## config.mk

```make
export PLATFORM = sky130hd
export DESIGN_NAME = sls_loadshare_route_selector_unit
export DESIGN_NICKNAME = d
export VERILOG_FILES = /design/src/rtl/slsrs_pkg.sv /design/src/rtl/slsrs_ram.sv /design/src/rtl/slsrs_front.sv /design/src/rtl/slsrs_queue.sv /design/src/rtl/slsrs_back.sv /design/src/rtl/sls_loadshare_route_selector_unit.sv
export SDC_FILE = /design/constraint.sdc
export NUM_CORES = 2
export LEC_CHECK = 0
export ABC_AREA = 1
export BUFFER_PORTS_ARGS = -buffer_cell sky130_fd_sc_hd__clkbuf_2
export CAP_MARGIN = 20
export CORE_UTILIZATION = 30
export CTS_BUF_LIST = sky130_fd_sc_hd__clkbuf_4
export DETAILED_ROUTE_END_ITERATION = 16
export GPL_TIMING_DRIVEN = 0
export PLACE_DENSITY = 0.53
export SLEW_MARGIN = 25
export SYNTH_ARGS = -nofsm -noshare
export SYNTH_HDL_FRONTEND = slang
export SYNTH_SLANG_ARGS = --single-unit
```

## constraint.sdc

```tcl
create_clock -name clk -period 17.5 [get_ports clk]
set_input_delay 0.875 -clock clk [delete_from_list [all_inputs] [get_ports clk]]
set_output_delay 0.875 -clock clk [all_outputs]
set_load 0.05 [all_outputs]
```

## src/rtl/slsrs_pkg.sv

```systemverilog
// Shared types and constants of the load-sharing route selector.
// No dependencies; every other file of the block but slsrs_ram imports this package.
`timescale 1ns / 1ps

package slsrs_pkg;

	localparam int MAX_ROUTES  = 8;
	localparam int TABLE_DEPTH = 128;

	localparam int ROUTE_LIMIT = (MAX_ROUTES < 8) ? MAX_ROUTES : 8;
	localparam int ROUTE_W     = 3;
	localparam int CNT_W       = 4;
	localparam int CODE_W      = 24;
	localparam int ESLS_W      = 7;
	localparam int SLOT_W      = $clog2(TABLE_DEPTH);
	localparam int CFG_W       = 5;
	localparam int CFG_IDX_W   = 2;

	localparam logic [CFG_IDX_W-1:0] CFG_OPC_OFFSET  = 2'd0;
	localparam logic [CFG_IDX_W-1:0] CFG_DPC_OFFSET  = 2'd1;
	localparam logic [CFG_IDX_W-1:0] CFG_DROP_BITS   = 2'd2;
	localparam logic [CFG_IDX_W-1:0] CFG_ROUTE_COUNT = 2'd3;

	typedef struct packed {
		logic [4:0]       opc_offset;
		logic [4:0]       dpc_offset;
		logic [1:0]       drop_bits;
		logic [CNT_W-1:0] route_count;
	} cfg_t;

	typedef struct packed {
		logic               norm_ok;
		logic [ROUTE_W-1:0] norm;
		logic               alt_ok;
		logic [ROUTE_W-1:0] alt;
	} entry_t;

	localparam int ENTRY_W = $bits(entry_t);

	typedef struct packed {
		logic [SLOT_W-1:0] slot;
		logic [7:0]        mask;
	} qitem_t;

endpackage

```

## src/rtl/slsrs_ram.sv

```systemverilog
// Generic single-port-write, single-port-read RAM with registered read data.
// No dependencies.
`timescale 1ns / 1ps

module slsrs_ram #(
	parameter int WIDTH = 8,
	parameter int DEPTH = 128
) (
	input  logic                     clk,
	input  logic                     we,
	input  logic [$clog2(DEPTH)-1:0] waddr,
	input  logic [WIDTH-1:0]         wdata,
	input  logic                     re,
	input  logic [$clog2(DEPTH)-1:0] raddr,
	output logic [WIDTH-1:0]         rdata
);

	logic [WIDTH-1:0] mem_q [DEPTH];
	logic [WIDTH-1:0] rdata_q;

	always_ff @(posedge clk) begin
		if (we) begin
			mem_q[waddr] <= wdata;
		end
		if (re) begin
			rdata_q <= mem_q[raddr];
		end
	end

	assign rdata = rdata_q;

endmodule

```

## src/rtl/slsrs_front.sv

```systemverilog
// Front end: takes message labels and forms the table slot from the folded
// point codes and the SLS. Depends on slsrs_pkg.
`timescale 1ns / 1ps

module slsrs_front (
	input  slsrs_pkg::cfg_t                   cfg,
	input  logic                              in_valid,
	output logic                              in_stall,
	input  logic [slsrs_pkg::CODE_W-1:0]      origin_code,
	input  logic [slsrs_pkg::CODE_W-1:0]      dest_code,
	input  logic [3:0]                        link_selector,
	input  logic [7:0]                        available_mask,
	input  logic                              q_full,
	output logic                              q_push,
	output slsrs_pkg::qitem_t                 q_item
);
	import slsrs_pkg::*;

	logic [CODE_W-1:0] opc_sh;
	logic [CODE_W-1:0] dpc_sh;
	logic [2:0]        od3;
	logic [ESLS_W-1:0] esls;
	logic [ESLS_W-1:0] esls_sh;

	always_comb begin
		opc_sh  = origin_code >> cfg.opc_offset;
		dpc_sh  = dest_code >> cfg.dpc_offset;
		od3     = opc_sh[5:3] ^ opc_sh[2:0] ^ dpc_sh[5:3] ^ dpc_sh[2:0];
		esls    = {od3, link_selector};
		esls_sh = esls >> cfg.drop_bits;
	end

	assign in_stall    = q_full;
	assign q_push      = in_valid && !q_full;
	assign q_item.slot = esls_sh[SLOT_W-1:0];
	assign q_item.mask = available_mask;

endmodule

```

## src/rtl/slsrs_queue.sv

```systemverilog
// Two-entry queue that decouples the front end from the table back end.
// Depends on slsrs_pkg.
`timescale 1ns / 1ps

module slsrs_queue (
	input  logic              clk,
	input  logic              arst_n,
	input  logic              push,
	input  slsrs_pkg::qitem_t push_item,
	output logic              full,
	input  logic              pop,
	output logic              not_empty,
	output slsrs_pkg::qitem_t head
);
	import slsrs_pkg::*;

	qitem_t     slot_q [2];
	logic       wr_ptr_q;
	logic       rd_ptr_q;
	logic [1:0] count_q;

	always_ff @(posedge clk) begin
		if (push) begin
			slot_q[wr_ptr_q] <= push_item;
		end
	end

	always_ff @(posedge clk or negedge arst_n) begin
		if (!arst_n) begin
			wr_ptr_q <= 1'b0;
			rd_ptr_q <= 1'b0;
			count_q  <= 2'd0;
		end else begin
			if (push) begin
				wr_ptr_q <= !wr_ptr_q;
			end
			if (pop) begin
				rd_ptr_q <= !rd_ptr_q;
			end
			if (push && !pop) begin
				count_q <= count_q + 2'd1;
			end else if (pop && !push) begin
				count_q <= count_q - 2'd1;
			end
		end
	end

	assign full      = count_q[1];
	assign not_empty = (count_q != 2'd0);
	assign head      = slot_q[rd_ptr_q];

endmodule

```

## src/rtl/slsrs_back.sv

```systemverilog
// Back end: reads the slot table, picks the route, updates the entry and the
// round-robin pointers, and holds the result. Depends on slsrs_pkg, slsrs_ram.
`timescale 1ns / 1ps

module slsrs_back (
	input  logic                           clk,
	input  logic                           arst_n,
	input  slsrs_pkg::cfg_t                cfg,
	input  logic                           q_not_empty,
	input  slsrs_pkg::qitem_t              q_head,
	output logic                           q_pop,
	output logic                           out_valid,
	input  logic                           out_stall,
	output logic [slsrs_pkg::ROUTE_W-1:0]  chosen_route,
	output logic                           route_found,
	output logic                           via_alternative,
	output logic [slsrs_pkg::ESLS_W-1:0]   table_slot
);
	import slsrs_pkg::*;

	typedef enum logic [1:0] {
		BK_IDLE = 2'b01,
		BK_CALC = 2'b10
	} back_state_t;

	back_state_t       state_q;
	logic [TABLE_DEPTH-1:0] vld_q;
	logic              vld_s1;
	qitem_t            item_s1;
	logic              assign_ok_q;
	logic [ROUTE_W-1:0] assign_ptr_q;
	logic              send_ok_q;
	logic [ROUTE_W-1:0] send_ptr_q;
	logic              out_valid_q;
	logic [ROUTE_W-1:0] route_q;
	logic              found_q;
	logic              alt_q;
	logic [ESLS_W-1:0] slot_q;

	logic [ENTRY_W-1:0] ram_rdata;
	entry_t            cur;
	entry_t            nxt;
	logic              out_free;
	logic              calc_done;
	logic [CNT_W-1:0]  cnt;
	logic              nv;
	logic              av;
	logic              found;
	logic              via_alt;
	logic [ROUTE_W-1:0] chosen;
	logic              assign_upd;
	logic [ROUTE_W-1:0] assign_nxt;
	logic              send_upd;
	logic [ROUTE_W-1:0] send_nxt;
	logic [CNT_W-1:0]  a_ptr;
	logic [CNT_W-1:0]  p0;
	logic [CNT_W-1:0]  cand_sum;
	logic [CNT_W-1:0]  cand [8];
	logic [7:0]        hit;
	logic              scan_hit;
	logic [CNT_W-1:0]  scan_pick;
	logic [CNT_W-1:0]  scan_last;
	logic              search;

	function automatic logic available_bit(input logic [7:0] mask, input logic [CNT_W-1:0] idx);
		logic r;
		r = (idx < 4'd8) && mask[idx[2:0]];
		return r;
	endfunction

	assign out_free  = !out_valid_q || !out_stall;
	assign q_pop     = (state_q == BK_IDLE) && q_not_empty;
	assign calc_done = (state_q == BK_CALC) && out_free;

	slsrs_ram #(
		.WIDTH(ENTRY_W),
		.DEPTH(TABLE_DEPTH)
	) u_table (
		.clk  (clk),
		.we   (calc_done),
		.waddr(item_s1.slot),
		.wdata(nxt),
		.re   (q_pop),
		.raddr(q_head.slot),
		.rdata(ram_rdata)
	);

	always_comb begin
		cur       = vld_s1 ? entry_t'(ram_rdata) : '0;
		nxt       = cur;
		cnt       = (cfg.route_count > CNT_W'(ROUTE_LIMIT)) ? CNT_W'(ROUTE_LIMIT)
		                                                    : cfg.route_count;
		nv        = cur.norm_ok && ({1'b0, cur.norm} < cnt);
		av        = cur.alt_ok && ({1'b0, cur.alt} < cnt);
		found     = 1'b0;
		via_alt   = 1'b0;
		chosen    = '0;
		assign_upd = 1'b0;
		send_upd   = 1'b0;
		search     = 1'b0;

		if (assign_ok_q && ({1'b0, assign_ptr_q} < cnt)) begin
			a_ptr = ({1'b0, assign_ptr_q} + 4'd1 == cnt) ? '0 : {1'b0, assign_ptr_q} + 4'd1;
		end else begin
			a_ptr = '0;
		end
		assign_nxt = a_ptr[ROUTE_W-1:0];

		if (send_ok_q && ({1'b0, send_ptr_q} < cnt)) begin
			p0 = ({1'b0, send_ptr_q} + 4'd1 == cnt) ? '0 : {1'b0, send_ptr_q} + 4'd1;
		end else begin
			p0 = '0;
		end

		for (int k = 0; k < 8; k++) begin
			cand_sum = p0 + CNT_W'(k);
			cand[k]  = (cand_sum >= cnt) ? cand_sum - cnt : cand_sum;
			hit[k]   = (CNT_W'(k) < cnt) && available_bit(item_s1.mask, cand[k]);
		end
		scan_hit  = 1'b0;
		scan_pick = '0;
		for (int k = 7; k >= 0; k--) begin
			if (hit[k]) begin
				scan_hit  = 1'b1;
				scan_pick = cand[k];
			end
		end
		scan_last = (p0 == '0) ? cnt - 4'd1 : p0 - 4'd1;

		priority if (nv && item_s1.mask[cur.norm]) begin
			found      = 1'b1;
			chosen     = cur.norm;
			nxt.alt_ok = 1'b0;
			nxt.alt    = '0;
		end else if (av && item_s1.mask[cur.alt]) begin
			found   = 1'b1;
			via_alt = 1'b1;
			chosen  = cur.alt;
		end else begin
			search = 1'b1;
			if (!nv) begin
				if (cnt == '0) begin
					search = 1'b0;
				end else begin
					assign_upd  = 1'b1;
					nxt.norm_ok = 1'b1;
					nxt.norm    = assign_nxt;
					if (item_s1.mask[assign_nxt]) begin
						found  = 1'b1;
						chosen = assign_nxt;
						search = 1'b0;
					end
				end
			end
			if (search) begin
				send_upd = 1'b1;
				if (scan_hit) begin
					found      = 1'b1;
					via_alt    = 1'b1;
					chosen     = scan_pick[ROUTE_W-1:0];
					nxt.alt_ok = 1'b1;
					nxt.alt    = scan_pick[ROUTE_W-1:0];
				end
			end
		end
		send_nxt = scan_hit ? scan_pick[ROUTE_W-1:0] : scan_last[ROUTE_W-1:0];
	end

	always_ff @(posedge clk) begin
		if (q_pop) begin
			item_s1 <= q_head;
		end
		if (calc_done) begin
			route_q <= found ? chosen : '0;
			found_q <= found;
			alt_q   <= found && via_alt;
			slot_q  <= ESLS_W'(item_s1.slot);
		end
		if (calc_done && assign_upd) begin
			assign_ptr_q <= assign_nxt;
		end
		if (calc_done && send_upd) begin
			send_ptr_q <= send_nxt;
		end
	end

	always_ff @(posedge clk or negedge arst_n) begin
		if (!arst_n) begin
			state_q     <= BK_IDLE;
			vld_q       <= '0;
			vld_s1      <= 1'b0;
			assign_ok_q <= 1'b0;
			send_ok_q   <= 1'b0;
			out_valid_q <= 1'b0;
		end else begin
			if (q_pop) begin
				vld_s1 <= vld_q[q_head.slot];
			end
			if (calc_done) begin
				vld_q[item_s1.slot] <= 1'b1;
				if (assign_upd) begin
					assign_ok_q <= 1'b1;
				end
				if (send_upd) begin
					send_ok_q <= 1'b1;
				end
			end
			if (calc_done) begin
				out_valid_q <= 1'b1;
			end else if (!out_stall) begin
				out_valid_q <= 1'b0;
			end
			unique case (state_q)
				BK_IDLE: begin
					if (q_pop) begin
						state_q <= BK_CALC;
					end
				end
				BK_CALC: begin
					if (calc_done) begin
						state_q <= BK_IDLE;
					end
				end
				default: begin
					state_q <= BK_IDLE;
				end
			endcase
		end
	end

	assign out_valid       = out_valid_q;
	assign chosen_route    = route_q;
	assign route_found     = found_q;
	assign via_alternative = alt_q;
	assign table_slot      = slot_q;

endmodule

```

## src/rtl/sls_loadshare_route_selector_unit.sv

```systemverilog
// Top level of the load-sharing route selector: configuration registers,
// front end, queue and table back end. Depends on slsrs_pkg and all slsrs_* modules.
// Channel  | Direction | Handshake           | Payload
// in       | input     | in_valid / in_stall   | origin_code, dest_code, link_selector, available_mask
// out      | output    | out_valid / out_stall | chosen_route, route_found, via_alternative, table_slot
// cfg      | input     | cfg_we                | cfg_index, cfg_data
// An item passes through the back-end states BK_IDLE, which issues the slot table read, and
// BK_CALC, which chooses the route and writes the entry back; no new item is taken until
// BK_CALC is done. A two-entry queue lets the front end keep taking items meanwhile.
// Reset clears the per-slot valid bits at once, so the table is usable right after reset.
// A stalled output holds the back end in BK_CALC until the previous result is taken.
`timescale 1ns / 1ps

module sls_loadshare_route_selector_unit (
	input  logic                                clk,
	input  logic                                arst_n,
	input  logic                                cfg_we,
	input  logic [slsrs_pkg::CFG_IDX_W-1:0]     cfg_index,
	input  logic [slsrs_pkg::CFG_W-1:0]         cfg_data,
	input  logic                                in_valid,
	output logic                                in_stall,
	input  logic [slsrs_pkg::CODE_W-1:0]        origin_code,
	input  logic [slsrs_pkg::CODE_W-1:0]        dest_code,
	input  logic [3:0]                          link_selector,
	input  logic [7:0]                          available_mask,
	output logic                                out_valid,
	input  logic                                out_stall,
	output logic [slsrs_pkg::ROUTE_W-1:0]       chosen_route,
	output logic                                route_found,
	output logic                                via_alternative,
	output logic [slsrs_pkg::ESLS_W-1:0]        table_slot
);
	import slsrs_pkg::*;

	cfg_t   cfg_q;
	logic   q_full;
	logic   q_push;
	qitem_t q_in;
	logic   q_pop;
	logic   q_not_empty;
	qitem_t q_head;

	always_ff @(posedge clk or negedge arst_n) begin
		if (!arst_n) begin
			cfg_q <= '0;
		end else if (cfg_we) begin
			unique case (cfg_index)
				CFG_OPC_OFFSET:  cfg_q.opc_offset  <= cfg_data;
				CFG_DPC_OFFSET:  cfg_q.dpc_offset  <= cfg_data;
				CFG_DROP_BITS:   cfg_q.drop_bits   <= cfg_data[1:0];
				CFG_ROUTE_COUNT: cfg_q.route_count <= cfg_data[CNT_W-1:0];
				default: begin
				end
			endcase
		end
	end

	slsrs_front u_front (
		.cfg           (cfg_q),
		.in_valid      (in_valid),
		.in_stall      (in_stall),
		.origin_code   (origin_code),
		.dest_code     (dest_code),
		.link_selector (link_selector),
		.available_mask(available_mask),
		.q_full        (q_full),
		.q_push        (q_push),
		.q_item        (q_in)
	);

	slsrs_queue u_queue (
		.clk      (clk),
		.arst_n   (arst_n),
		.push     (q_push),
		.push_item(q_in),
		.full     (q_full),
		.pop      (q_pop),
		.not_empty(q_not_empty),
		.head     (q_head)
	);

	slsrs_back u_back (
		.clk            (clk),
		.arst_n         (arst_n),
		.cfg            (cfg_q),
		.q_not_empty    (q_not_empty),
		.q_head         (q_head),
		.q_pop          (q_pop),
		.out_valid      (out_valid),
		.out_stall      (out_stall),
		.chosen_route   (chosen_route),
		.route_found    (route_found),
		.via_alternative(via_alternative),
		.table_slot     (table_slot)
	);

endmodule
```

==> flow_metrics.tcl <==
set metrics [dict create \
    status "completed" \
    fin_crit_sh_pct 42.9 \
    die_h_microns 428 \
    clk_latency_ns 1.32 \
    yosys.area_share.xor_xnor_pct 0.481 \
    grt_use_total_pct 23.3 \
    synth-seq-area-share_pct 67.6 \
    regToRegStartpoint "cfg_q[3]" \
    fill_cells 18100 \
    r2r_cells 35 \
    num_vias 43400 \
    via_per_inst 5.44 \
    cp.arrival_ns 8.40 \
    fin_crit_ns 7.50 \
    place.gp.congestion 0.973 \
    dr.pass1.iters 6 \
    topRoutingLayerUsed "met5" \
    ctsHtreeMaxLevel 5 \
    timing.setup.tns_ns 0 \
    crit_required_ns 18.39 \
    hpwl_mm 154 \
    cpMostUsedCell "nand2_1" \
    final_util_pct 35.6 \
    synth_commonest_cells "edfxtp_1, o21ai_0, nor2_1, nand2_1, o22ai_1" \
    cts_setup_buffers 0 \
    ant_nets 0 \
    cts_tree "done" \
    yosys.cell_count.top_type "edfxtp_1" \
    met2_length_mm 98.9 \
    boundaryPins 86 \
    antenna_found_initial 8 \
    yosysWarnings 0 \
    dieArea_sq_mm 0.183 \
    rows 155 \
    synth_adder_area_share_pct 1.16 \
    core_sq_mm 0.179 \
    syn_area_per_cell_sq_um 11.2 \
    async_flop_share_pct 12.3 \
    worst_hold_path_type "in -> async" \
    path_class "reg -> reg" \
    max_stage_delay_ns 0.78 \
    drive_gt1_share_pct 16.5 \
    rsz0062_at_grt "no" \
    cts_buffers 345 \
    hold-worst-slack_ns 0.153 \
    grt_pass1_wl_mm 303 \
    r2r_setup_slack_ns 10.0 \
    fin_nets 5501 \
    slew_headroom_pct 23.4 \
    synth_cell_type_count 60 \
    slew_violations 0 \
    synthCells 4876 \
    synth_top_area_share_pct 60.5 \
    synth_edf_count 1095 \
    hold_viol_final 0 \
    setup_violations 0 \
    io_buffer_count 85 \
    wire_per_inst_microns 27.4 \
    start_util_pct 30.3 \
    critPathMaxFanout 72 \
    ys_ff_latch 1249 \
    syn_nets 4996 \
    synth_top_cell_by_area "edfxtp_1" \
    seq_area_sq_mm 0.0367 \
    wl_met1_mm 91.7 \
    dieWidth_microns 428 \
    drc 0 \
    grt_max_degree 73 \
    endpoint_kind "register" \
    synth_mux_area_share_pct 0.295 \
    overflow 0 \
    skew_ns 0.0861 \
    clkSinkCount 1249 \
    r2r_end "u_back.u_table.mem_q[80][1]" \
    placedCellCount 7366 \
    synth_flop_cell "edfxtp_1" \
    yosys.area_share.simple_pct 11.7 \
    path_clk_slew_ns 0.09 \
    routed_wl_mm 218 \
    cts.path.max_buffers 4 \
    maxCapViolations 0 \
    drt_iter0_drc 5587 \
    grt_pass1_vias 40900 \
    fmax_mhz 133 \
    fin_cells 7968 \
    synthTopCellsByArea "edfxtp_1, o21ai_0, dfrtp_1" \
    slowest_stage "nor2_1" \
    wl_met3_mm 19.2 \
    worst_pin_slew_ns 1.14 \
    synth_compound_area_share_pct 15.0 \
    clock-root-buffer "clkbuf_4" \
    multiInputGateArea_sq_mm 0.0159 \
    synth_top_family_by_area "compound AO/OA/AOI/OAI gates" \
    start_kind "register" \
    area_growth_pct 17.3 \
    syn-cell-area_sq_mm 0.0544 \
]
[registers in the layout, indices dropped and copies added, names as in the netlist, 3 cells and up]
signal                flops
u_back.u_table.rdata      8
u_back.vld_q            128
u_queue.slot_q           30
u_back.item_s1           15
u_back.u_table.mem_q   1024
u_back.table_slot         7
u_back.chosen_route       3
cfg_q                    16
u_back.send_ptr_q         3
u_back.assign_ptr_q       3
[cells in the final DEF, fill, tap and decap left out, types with 21 or more instances in the layout]
master / instances
clkbuf_4: 508
inv_1: 216
nor2_1: 766
nand3_1: 139
o22ai_1: 291
dlygate4sd3_1: 23
clkinv_1: 47
buf_16: 40
ha_1: 44
o211ai_1: 87
o221ai_1: 34
or2_2: 75
o21ai_0: 864
a21oi_1: 94
clkbuf_2: 94
nand2_1: 424
edfxtp_1: 1095
nor2_2: 86
clkbuf_1: 273
o21ai_1: 21
dfrtp_1: 153
[worst max-delay path by stage]
stage	cells past startpoint	slack, ns	start	endpoint
3_3_place_gp	9	0.18	cfg_q[3]	u_back.u_table.mem_q[21][7]
6_report	35	10.0	cfg_q[3]	u_back.u_table.mem_q[80][1]
3_5_place_dp	35	10.19	cfg_q[3]	u_back.u_table.mem_q[75][1]
4_1_cts	35	10.07	cfg_q[3]	u_back.u_table.mem_q[77][1]
5_1_grt	35	9.53	cfg_q[3]	u_back.u_table.mem_q[80][1]
2_1_floorplan	28	8.77	cfg_q[3]	u_back.u_table.mem_q[0][0]
[cell type report]
cell class,instances,area share [%]
Timing Repair Buffer,158,2.99
Sequential cell,1249,57.6
Inverter,234,1.39
Multi-Input combinational cell,3085,25.0
Clock inverter,62,0.551
Antenna cell,9,0.0353
Buffer,308,1.89
Tap cell,2355,4.62
Clock buffer,508,5.98
[what timing repair did]
| item | CTS | global route |
|---|---|---|
| gates resized for setup | 0 | 0 |
| hold buffers | 23 | 0 |
| endpoints found under the hold margin | 107 | 0 |
| setup endpoints to repair | 0 | 0 |
[cell families (layout without fill, tap and decap cells)]
group	after synthesis	in the layout
muxes	16	16
other	0	9
adders and majority gates	48	48
DFF	1249	1249
AOI/OAI and AO/OA	1451	1451
xor gates and xnor gates	29	29
and+or+nand+nor	1541	1541
buffers and inverters	542	1270
[per-layer routing]
| layer | vias to the layer above | GRT usage, % |
|---|---|---|
| li1 | 18800 | - |
| met1 | 21700 | 31.9 |
| met2 | 2371 | 36.3 |
| met3 | 436 | 4.62 |
| met4 | 2 | 9.28 |
| met5 | - | 0 |
[worst max-delay path, delay by kind of cell, from the launching register on]
kind / cells / cell delay [ns]
flip-flops: 1 / 0.43
AO/OA/AOI/OAI: 4 / 1.41
adder cells (fa/ha/maj): 3 / 0.95
buffers and inverters: 6 / 1.08
AND/OR/NAND/NOR: 22 / 3.02
[stage by stage]
stage	cell area [sq um]	setup WS, ns
after floorplan	54400	8.77
after global placement	57800	0.182
after detailed placement	59300	10.19
after CTS	63700	10.07
after global routing	63800	9.53
final	63800	10.0
Power is not shown: default switching activity piles up to over one toggle a cycle in this logic, so the estimate is an artifact.
